--- config.mk ---
export PLATFORM = sky130hd
export DESIGN_NAME = cdiv_front
export DESIGN_NICKNAME = d
export VERILOG_FILES = /design/src/design/cdiv_pkg.sv /design/src/design/cdiv_front.sv
export SDC_FILE = /design/constraint.sdc
export NUM_CORES = 2
export LEC_CHECK = 0
export CELL_PAD_IN_SITES_DETAIL_PLACEMENT = 0
export CELL_PAD_IN_SITES_GLOBAL_PLACEMENT = 1
export CORE_MARGIN = 1
export CORE_UTILIZATION = 54
export CTS_CLUSTER_DIAMETER = 120
export DETAILED_ROUTE_END_ITERATION = 8
export DONT_BUFFER_PORTS = 1
export PLACE_DENSITY = 0.9
export SETUP_SLACK_MARGIN = 0.15
export SLEW_MARGIN = 20
export SYNTH_ARGS = -nofsm -noshare
export SYNTH_HDL_FRONTEND = slang
export SYNTH_SLANG_ARGS = --single-unit
export TNS_END_PERCENT = 30
--- constraint.sdc ---
create_clock -name clk -period 8.62 [get_ports clk]
set_clock_uncertainty 0.05 [all_clocks]
set_input_delay 0.431 -clock clk [delete_from_list [all_inputs] [get_ports clk]]
set_output_delay 0.431 -clock clk [all_outputs]
set_load 0.01 [all_outputs]
--- src/design/cdiv_pkg.sv ---
// Shared types and constants for the complex divider.
// Depends on nothing; every other file in the design imports it.
package cdiv_pkg;

  localparam int IN_W     = 16;            // operand width, two's complement
  localparam int OUT_FRAC = 16;            // fraction bits of the quotient
  localparam int Q_W      = 32;            // quotient width
  localparam int NUM_W    = 2 * IN_W + 1;  // signed numerator sum
  localparam int MAG_W    = 2 * IN_W;      // numerator magnitude
  localparam int DEN_W    = 2 * IN_W;      // denominator, unsigned
  localparam int HEAD_SH  = Q_W - OUT_FRAC;
  localparam int CMP_W    = DEN_W + HEAD_SH;
  localparam int FRONT_LAT = 2;
  localparam int LANE_LAT  = Q_W + 2;

  typedef struct packed {
    logic signed [IN_W-1:0] dividend_real;
    logic signed [IN_W-1:0] dividend_imag;
    logic signed [IN_W-1:0] divisor_real;
    logic signed [IN_W-1:0] divisor_imag;
  } in_beat_t;

  typedef struct packed {
    logic signed [Q_W-1:0] quotient_real;
    logic signed [Q_W-1:0] quotient_imag;
    logic                  divide_by_zero;
    logic                  saturated;
  } out_beat_t;

  typedef struct packed {
    logic [Q_W-1:0] q;
    logic           neg;
    logic           ovf;
  } lane_res_t;

endpackage

--- src/design/cdiv_front.sv ---
// Front end of the complex divider: six products, then the two numerators
// and the denominator. Two register stages. Uses cdiv_pkg.
module cdiv_front (
  input  logic                                 clk,
  input  logic                                 en,
  input  cdiv_pkg::in_beat_t                   in_data,
  output logic signed [cdiv_pkg::NUM_W-1:0]    num1,
  output logic signed [cdiv_pkg::NUM_W-1:0]    num2,
  output logic        [cdiv_pkg::DEN_W-1:0]    den
);
  import cdiv_pkg::*;

  logic signed [2*IN_W-1:0] p_rr_r, p_ii_r, p_ir_r, p_ri_r, d_rr_r, d_ii_r;
  logic signed [NUM_W-1:0]  num1_r, num2_r;
  logic        [DEN_W-1:0]  den_r;

  // Stage one: products.
  always_ff @(posedge clk) begin
    if (en) begin
      p_rr_r <= in_data.dividend_real * in_data.divisor_real;
      p_ii_r <= in_data.dividend_imag * in_data.divisor_imag;
      p_ir_r <= in_data.dividend_imag * in_data.divisor_real;
      p_ri_r <= in_data.dividend_real * in_data.divisor_imag;
      d_rr_r <= in_data.divisor_real  * in_data.divisor_real;
      d_ii_r <= in_data.divisor_imag  * in_data.divisor_imag;
    end
  end

  // Stage two: sums. Squares are never negative, so the denominator is
  // taken unsigned; it never exceeds 2^(2*IN_W-1).
  always_ff @(posedge clk) begin
    if (en) begin
      num1_r <= NUM_W'(p_rr_r) + NUM_W'(p_ii_r);
      num2_r <= NUM_W'(p_ir_r) - NUM_W'(p_ri_r);
      den_r  <= DEN_W'(d_rr_r) + DEN_W'(d_ii_r);
    end
  end

  assign num1 = num1_r;
  assign num2 = num2_r;
  assign den  = den_r;

endmodule

==> impl_metrics.yaml <==
setup_path:
  cp.arrival_ns: 6.80
  end_kind: "flip-flop"
  crit_type: "input pin to flip-flop"
  cp_max_fo: 51
  rrSetupSlack_ns: 5.12
  crit_required_ns: 9.01
  critPathLaunchType: "input pin"
grt:
  grt_overflow: 0
  grt_pass1_vias: 51400
  grt_pass1_wl_um: 271000
  grt_max_degree: 256
  grtUsageTotal_pct: 26.2
  antenna_found_initial: 7
clock_network:
  cts_made_buffers: 39
  cts_buffer_depth: 3
  clock_latency_ns: 0.61
  cts_tree: "built"
  cts_setup_buffers: 0
  clkSlewWorstSetupHoldPaths_ns: 0.06
  h-tree-depth: 2
  root_buffer: "clkbuf_16"
  clock-sinks: 288
worst_hold_path:
  hold_path_class: "input pin to flip-flop"
final_layout:
  n_fill_cell: 11200
  layout_commonest_cell: "inv_1"
  nNetsFinal: 9236
  area_growth_pct: 3.68
  layout-drive-gt1-share_pct: 1.33
  regArea_sq_mm: 0.00865
  multi_input_area_sq_mm: 0.0535
  instances_no_fill: 8805
  mostFrequentLayoutCells: "1,867 x inv_1, 1,517 x fa_1, 701 x nand2_1"
placed_design:
  globalplace.congestion: 0.892
  dp.cells: 8722
  dp_slack_ns: 1.71
  hpwl_um: 124000
  port-buffer-count: 0
floorplan:
  die_height_um: 362
  boundaryPins: 164
  rows: 131
  dieArea_sq_mm: 0.131
  start_util_pct: 54.7
  core_area_sq_mm: 0.128
  die_x_um: 362
logic_synthesis:
  synth-seq-cells: 288
  synth_edf_count: 288
  ys_warn_count: 0
  synth_nets: 9452
  synth_area_sq_mm: 0.0702
  async_flop_share_pct: 0
  synth_cell_types: 71
  netlist_instances: 7262
  ys_seq_area_share_pct: 12.3
  synth_flop_cell: "edfxtp_1"
  avgSynthCellArea_sq_um: 9.66
outcome:
  status: "completed"
sta:
  timing.final.crit_period_ns: 6.41
  maxSlewHeadroom_pct: 35.5
  fin_ws_ns: 2.21
  rsz0062_at_grt: "false"
  fin_crit_sh_pct: 74.4
  setup_tns_ns: 0
  hold_viol_final: 0
  tightest_slew_ns: 0.968
  fmax_mhz: 156
  whs_ns: 0.0466
  finalSetupViolCount: 0
  slew_viol_final: 0
detailed_routing:
  wl_um: 163000
  drtPass1Iterations: 6
  vias: 47400
  drcViolationCount: 0
  drt-vias-per-instance: 5.39
  ant_nets: 0
  drt-wirelength-per-cell_um: 18.5
  dr.first_iter.drc_count: 3151
flow_run:
  maxCapViolCount: 0
## Yosys cell counts, types with 34 or more instances
master | number | area share, %
edfxtp_1 | 288 | 12
xor2_1 | 63 | 0.79
nor2b_1 | 34 | 0.30
ha_1 | 607 | 11
o21bai_1 | 39 | 0.42
nor2_1 | 214 | 1.1
nand3_1 | 39 | 0.28
o21ai_0 | 96 | 0.68
fa_1 | 1517 | 43
nor3_1 | 43 | 0.31
a21o_1 | 86 | 0.92
inv_1 | 1867 | 10
xnor2_1 | 243 | 3.0
nand2b_1 | 51 | 0.45
clkbuf_1 | 255 | 1.4
and2_1 | 570 | 5.1
a21oi_1 | 208 | 1.5
nand2_1 | 701 | 3.8
o21a_1 | 38 | 0.41
## critical path: stages
cell and delay [ns]:
dlygate4sd3_1 1.01, nor2b_1 0.16, a31o_2 0.30, fa_1 0.52, fa_1 0.43, fa_1 0.46
fa_1 0.49, inv_1 0.06, fa_1 0.55, inv_1 0.06, ha_1 0.35, a21o_1 0.18
a21o_1 0.19, a221oi_1 0.32, o21ai_1 0.16, o21ai_1 0.14, nand2_1 0.07, or4_1 0.43
a2111o_1 0.38, o211ai_1 0.11
## metal layers
| layer | vias to the layer above | share of wire [%] | track usage [%] |
|---|---|---|---|
| met3 | 268 | 7.4 | 4.51 |
| met4 | 6 | 3.6 | 8.81 |
| met5 | - | 0.025 | 0 |
| li1 | 21300 | - | - |
| met2 | 1457 | 48 | 42.9 |
| met1 | 24400 | 41 | 35.3 |
## logic make-up (layout without fill, tap and decap cells)
logic type	after synthesis	in the layout	synth area share [%]
AO/OA/AOI/OAI	650	650	5.98
adder cells (fa/ha/maj)	2124	2124	54.1
XOR/XNOR	306	306	3.82
flip-flops	288	288	12.3
other	0	1	0
buffers and inverters	2140	1953	11.5
multiplexers	5	5	0.0713
AND/OR/NAND/NOR	1749	1749	12.2
## flip-flops by register name, indices dropped and copies added, names as in the netlist
signal and cells:
num1 33, num2 33, den 32, p_ii_r 32, p_ir_r 32, p_ri_r 32
p_rr_r 32, d_ii_r 31, d_rr_r 31
## per-stage QoR
step	util (%)	cell area [sq um]
2_1_floorplan	-	70200
3_3_place_gp	55.6	71300
3_5_place_dp	55.6	71300
4_1_cts	56.8	72700
5_1_grt	56.8	72700
6_report	56.8	72700
## layout make-up
cell class	instances	share of cell area (%)
Clock inverter	27	0.418
Sequential cell	288	11.9
Tap cell	1729	2.97
Antenna cell	1	0.00344
Inverter	1868	9.64
Clock buffer	43	1.36
Timing Repair Buffer	15	0.196
Multi-Input combinational cell	4834	73.5
## final timing paths
path                end  cells past startpoint       start
min          p_ir_r[25]                      0          en
max          d_ii_r[31]                     20  in_data[0]
max reg2reg    num2[31]                     11  p_ri_r[17]
min reg2reg      den[0]                      1   d_ii_r[0]
## what timing repair did
item,in CTS,in global routing
hold buffers,12,0
gates resized for setup,0,0
hold endpoints to repair,9,0
Power is left out: the tool's default activity adds up to more than one toggle a clock period on the data nets, which glitch-free logic cannot reach.
