===== config.mk =====
export PLATFORM = sky130hd
export DESIGN_NAME = cdiv_lane
export DESIGN_NICKNAME = d
export VERILOG_FILES = /design/src/design/cdiv_pkg.sv /design/src/design/cdiv_lane.sv
export SDC_FILE = /design/constraint.sdc
export NUM_CORES = 2
export LEC_CHECK = 0
export BUFFER_PORTS_ARGS = -buffer_cell sky130_fd_sc_hd__buf_4
export CAP_MARGIN = 20
export CORE_MARGIN = 2
export CORE_UTILIZATION = 45
export CTS_CLUSTER_DIAMETER = 60
export DETAILED_ROUTE_END_ITERATION = 10
export HOLD_SLACK_MARGIN = 0.03
export PLACE_DENSITY_LB_ADDON = 0.1
export SKIP_LAST_GASP = 1
export SLEW_MARGIN = 10
export SYNTH_ARGS = -nofsm -noshare
export SYNTH_HDL_FRONTEND = slang
export SYNTH_MEMORY_MAX_BITS = 65536
export SYNTH_SLANG_ARGS = --single-unit

===== constraint.sdc =====
create_clock -name clk -period 4.3 [get_ports clk]
set_clock_uncertainty 0.15 [all_clocks]
set_input_delay 1.075 -clock clk [delete_from_list [all_inputs] [get_ports clk]]
set_output_delay 1.075 -clock clk [all_outputs]
set_load 0.02 [all_outputs]

===== src/design/cdiv_pkg.sv =====
// Shared types and constants for the complex divider.
// Depends on nothing; every other file in the design imports it.
package cdiv_pkg;

  localparam int IN_W     = 16;            // operand width, two's complement
  localparam int OUT_FRAC = 16;            // fraction bits of the quotient
  localparam int Q_W      = 32;            // quotient width
  localparam int NUM_W    = 2 * IN_W + 1;  // signed numerator sum
  localparam int MAG_W    = 2 * IN_W;      // numerator magnitude
  localparam int DEN_W    = 2 * IN_W;      // denominator, unsigned
  localparam int HEAD_SH  = Q_W - OUT_FRAC;
  localparam int CMP_W    = DEN_W + HEAD_SH;
  localparam int FRONT_LAT = 2;
  localparam int LANE_LAT  = Q_W + 2;

  typedef struct packed {
    logic signed [IN_W-1:0] dividend_real;
    logic signed [IN_W-1:0] dividend_imag;
    logic signed [IN_W-1:0] divisor_real;
    logic signed [IN_W-1:0] divisor_imag;
  } in_beat_t;

  typedef struct packed {
    logic signed [Q_W-1:0] quotient_real;
    logic signed [Q_W-1:0] quotient_imag;
    logic                  divide_by_zero;
    logic                  saturated;
  } out_beat_t;

  typedef struct packed {
    logic [Q_W-1:0] q;
    logic           neg;
    logic           ovf;
  } lane_res_t;

endpackage


===== src/design/cdiv_lane.sv =====
// One quotient lane: sign split, overflow test, then one restoring
// division step per stage for each of the Q_W quotient bits. Uses cdiv_pkg.
module cdiv_lane (
  input  logic                               clk,
  input  logic                               en,
  input  logic signed [cdiv_pkg::NUM_W-1:0]  num,
  input  logic        [cdiv_pkg::DEN_W-1:0]  den,
  output cdiv_pkg::lane_res_t                res
);
  import cdiv_pkg::*;

  logic [MAG_W-1:0] mag_r;
  logic             neg0_r;
  logic [DEN_W-1:0] den0_r;

  logic [DEN_W-1:0] rem_r  [0:Q_W];
  logic [DEN_W-1:0] dpipe_r[0:Q_W];
  logic [Q_W-1:0]   low_r  [0:Q_W];
  logic [Q_W-1:0]   q_r    [0:Q_W];
  logic             neg_r  [0:Q_W];
  logic             ovf_r  [0:Q_W];

  logic [MAG_W-1:0]   mag_nxt;
  logic [CMP_W-1:0]   den_sh;
  logic [Q_W-1:0]     low_ext;

  always_comb begin
    mag_nxt = num[NUM_W-1] ? MAG_W'(-num) : MAG_W'(num);
    den_sh  = CMP_W'(den0_r) << HEAD_SH;
    low_ext = Q_W'(mag_r) << OUT_FRAC;
  end

  always_ff @(posedge clk) begin
    if (en) begin
      mag_r  <= mag_nxt;
      neg0_r <= num[NUM_W-1];
      den0_r <= den;
    end
  end

  // The quotient fits Q_W bits exactly when mag < den * 2^HEAD_SH; then the
  // bits of mag above the low Q_W bits of mag*2^OUT_FRAC are a remainder
  // already below den.
  always_ff @(posedge clk) begin
    if (en) begin
      ovf_r[0]   <= CMP_W'(mag_r) >= den_sh;
      rem_r[0]   <= DEN_W'(mag_r >> HEAD_SH);
      low_r[0]   <= low_ext;
      dpipe_r[0] <= den0_r;
      q_r[0]     <= '0;
      neg_r[0]   <= neg0_r;
    end
  end

  for (genvar s = 0; s < Q_W; s++) begin : g_step
    logic [DEN_W:0] remx;
    logic           take;
    always_comb begin
      remx = {rem_r[s], low_r[s][Q_W-1]};
      take = remx >= {1'b0, dpipe_r[s]};
    end
    always_ff @(posedge clk) begin
      if (en) begin
        rem_r[s+1]   <= take ? DEN_W'(remx - {1'b0, dpipe_r[s]}) : DEN_W'(remx);
        q_r[s+1]     <= {q_r[s][Q_W-2:0], take};
        low_r[s+1]   <= {low_r[s][Q_W-2:0], 1'b0};
        dpipe_r[s+1] <= dpipe_r[s];
        neg_r[s+1]   <= neg_r[s];
        ovf_r[s+1]   <= ovf_r[s];
      end
    end
  end

  assign res.q   = q_r[Q_W];
  assign res.neg = neg_r[Q_W];
  assign res.ovf = ovf_r[Q_W];

endmodule


==> impl_metrics.env <==
export IMPL_combPwrFrac_pct=43.6
export IMPL_wirelength_um=362000
export IMPL_hpwl_um=273000
export IMPL_clock_fmax_mhz=238
export IMPL_min_period_over_period_pct=97.7
export IMPL_vias=97000
export IMPL_coreArea_um2=330000
export IMPL_numPortBuffers=100
export IMPL_grt_use_total_pct=21.0
export IMPL_drv_slew=0
export IMPL_cp_startpoint="dpipe_r[0][257]"
export IMPL_max_slew_margin_rel_pct=35.0
export IMPL_drt_iter0_markers=6619
export IMPL_max_vdd_ir_drop_mv=0.331
export IMPL_gp_congestion=0.919
export IMPL_fin_crit_ps=4200
export IMPL_overflow=0
export IMPL_drc=0
export IMPL_crit_end="rem_r[0][310]"
export IMPL_grt_pass1_vias=97200
export IMPL_worstPathCellList="inv_1, ha_1, nor2b_1, o31a_1, nor4_2, buf_4, o21ai_4, a31oi_2, a311o_1, o21ai_2, a211o_1, o2111a_1, a2111oi_4, buf_4, bufbuf_16, mux2_2"
export IMPL_grt_max_degree=106
export IMPL_cp_required_ps=4780
export IMPL_synthesis_nets=13700
export IMPL_clock_root_buffer="clkbuf_16"
export IMPL_avgViaCountPerCell=5.47
export IMPL_critPathMaxFanout=15
export IMPL_syn_area_um2=149000
export IMPL_antenna_found_initial=5
export IMPL_clock_sinks=2827
export IMPL_placed_area_um2=158000
export IMPL_timing_critical_path_depth=16
export IMPL_setup_viol=0
export IMPL_pwr_share_seq_pct=34.9
export IMPL_start_util_pct=45.2
export IMPL_synth_area_leaders="edfxtp_1 (57%), ha_1 (8.6%), a21oi_1 (3.3%), inv_1 (3.2%), xnor2_1 (2.8%)"
export IMPL_cts_buffer_depth=4
export IMPL_worst_setup_path_start_kind="register"
export IMPL_worstReg2RegEnd="rem_r[0][310]"
export IMPL_crit_type="reg -> reg"
export IMPL_cp_arrival_ps=4680
export IMPL_cp_end_kind="register"
export IMPL_synth_cells=12600
export IMPL_clkPwrFrac_pct=21.5
export IMPL_final_common_cell="edfxtp_1"
export IMPL_fin_hold_ws_ps=161
export IMPL_synth_edf_count=2827
export IMPL_cts_made_buffers=335
export IMPL_clk_pin_slew_ps=60
export IMPL_synth_warnings=0
export IMPL_first_pass_iters=6
export IMPL_reg2reg_slack_ps=100
export IMPL_ys_seq_area_share_pct=56.9
export IMPL_finalNetCount=14200
export IMPL_tightest_slew_ps=975
export IMPL_row_count=211
export IMPL_cts_tree="built"
export IMPL_syn_avg_cell_area_um2=11.8
export IMPL_yosys_register_bits=2827
export IMPL_reg2reg_from="dpipe_r[0][257]"
export IMPL_worst_path_buf_inv=4
export IMPL_async_flop_share_pct=0
export IMPL_cts_htree_levels=5
export IMPL_critical_path_max_stage_delay_ps=390
export IMPL_finalHoldViolCount=0
export IMPL_power_density_nw_per_um2=758
export IMPL_yosysUniqueCellTypes=92
export IMPL_wl_per_cell_um=20.4
export IMPL_internal_power_w=0.0809
export IMPL_rr_worst_depth=16
export IMPL_die_w_um=580
export IMPL_synth_largest_area_cell="edfxtp_1"
export IMPL_layout_common_cells="edfxtp_1 (2,827), inv_1 (1,272), ha_1 (1,021)"
export IMPL_pin_count=101
export IMPL_crit_top_cell="buf_4"
export IMPL_hp_class="in -> reg"
export IMPL_outcome="complete, no violations"
export IMPL_synth_ff_type="edfxtp_1"
export IMPL_switching_share_pct=36.7
export IMPL_drv_cap=0
export IMPL_yosysTopAreaCellShare_pct=56.9
export IMPL_nFillCells=28500
export IMPL_areaGrowthSynthToFinish_pct=13.1
export IMPL_grt_pass1_wl_um=557000
export IMPL_die_area_um2=336000
export IMPL_worstSkewPairLatency_ps=930
export IMPL_ctsHoldBuffers=0
export IMPL_final_cell_area_um2=169000
export IMPL_slowest_stage="edfxtp_1"
export IMPL_total_leakage_power_nw=68.7
export IMPL_fp_dieH_um=580
export IMPL_switchingPower_w=0.0470
export IMPL_final_layout_size_suffix_gt1_share_pct=10.6
export IMPL_postRouteAntennaNets=0
export IMPL_cpLargestDelayFamily="compound AO/OA/AOI/OAI gates"
[state kept, by name (all words and copies together), names as in the netlist]
signal and cells:
dpipe_r 1024, rem_r 1008, q_r 528, low_r 136, neg_r 33, ovf_r 33, den0_r 32, mag_r 32
neg0_r 1
[power by group through the flow]
stage / logic [W] / registers, W / clock network (W)
2_1_floorplan: 0.0407 / 0.0423 / 0
3_3_place_gp: 0.0539 / 0.0451 / 0
3_5_place_dp: 0.0547 / 0.0450 / 0
4_1_cts: 0.0553 / 0.0446 / 0.0284
5_1_grt: 0.0619 / 0.0452 / 0.0295
6_report: 0.0558 / 0.0446 / 0.0275
[Yosys cell counts, types with 181 or more instances]
| cell | number |
|---|---|
| ha_1 | 1025 |
| a21oi_1 | 995 |
| o21ai_0 | 805 |
| clkbuf_1 | 221 |
| xor2_1 | 360 |
| inv_1 | 1272 |
| nor2_1 | 693 |
| nand3_1 | 181 |
| a21o_1 | 537 |
| mux2_2 | 298 |
| edfxtp_1 | 2827 |
| xnor2_1 | 475 |
| nand2_1 | 875 |
[worst min-delay path by stage]
stage / start / end / slack, ps / cells past startpoint
after global routing: den[28] / den0_r[28] / 100 / 1
final: den[24] / den0_r[24] / 160 / 1
after global placement: q_r[0][951] / q_r[0][984] / 250 / 0
after floorplan: low_r[0][79] / low_r[0][111] / 250 / 0
after CTS: den[24] / den0_r[24] / 70 / 1
after detailed placement: low_r[0][80] / low_r[0][112] / 250 / 0
[timing repair]
item,in CTS,in global routing
pin swaps,1,13
gates resized for setup,2,38
setup buffers,2,9
setup endpoints to repair,51,230
cloned,1,4
[cells by family (layout without fill, tap and decap cells)]
group                    count (synthesis)  after routing  synth area share (%)
flip-flops                            2827           2827                  56.9
AND/OR/NAND/NOR                       2672           2672                  8.45
other                                    0              2                     0
XOR/XNOR                               835            835                  4.90
AO/OA/AOI/OAI                         3287           3287                  13.9
buffers and inverters                 1584           2340                  4.12
multiplexers                           357            357                  2.74
adder cells (fa/ha/maj)               1056           1056                  9.01
[area by class of cell]
cell class                 count  area, um2  share of cell area (%)
timing repair buffer         459       4460                    2.64
antenna                        2       5.00                 0.00297
inverter                    1273       4780                    2.83
tap                         4366       5460                    3.24
multi-input combinational   8207      58400                    34.6
clock inverter               207       1990                    1.18
clock buffer                 401       8740                    5.18
sequential                  2827      84900                    50.3
[stage by stage]
stage / std cells / total power (W) / setup slack (ps) / TNS (ps) / utilization [%]
2_1_floorplan: 12600 / 0.0830 / 415 / 0 / -
6_report: 17700 / 0.128 / 99.9 / 0 / 51.1
3_5_place_dp: 17100 / 0.0997 / -44.9 / -819 / 47.8
4_1_cts: 17700 / 0.128 / 1.11 / 0 / 51.0
3_3_place_gp: 17100 / 0.0990 / -92.7 / -2450 / 47.8
5_1_grt: 17700 / 0.137 / -153 / -1040 / 51.1
[metal layers]
metal | GRT usage, % | up-vias | part of all wire [%]
li1 | - | 47300 | -
met2 | 36.5 | 2146 | 49
met1 | 26.3 | 46900 | 43
met4 | 9.20 | 0 | 4.8
met3 | 2.48 | 707 | 3.8
met5 | 0 | - | 0
No activity file was read; power rests on OpenSTA's default activity.
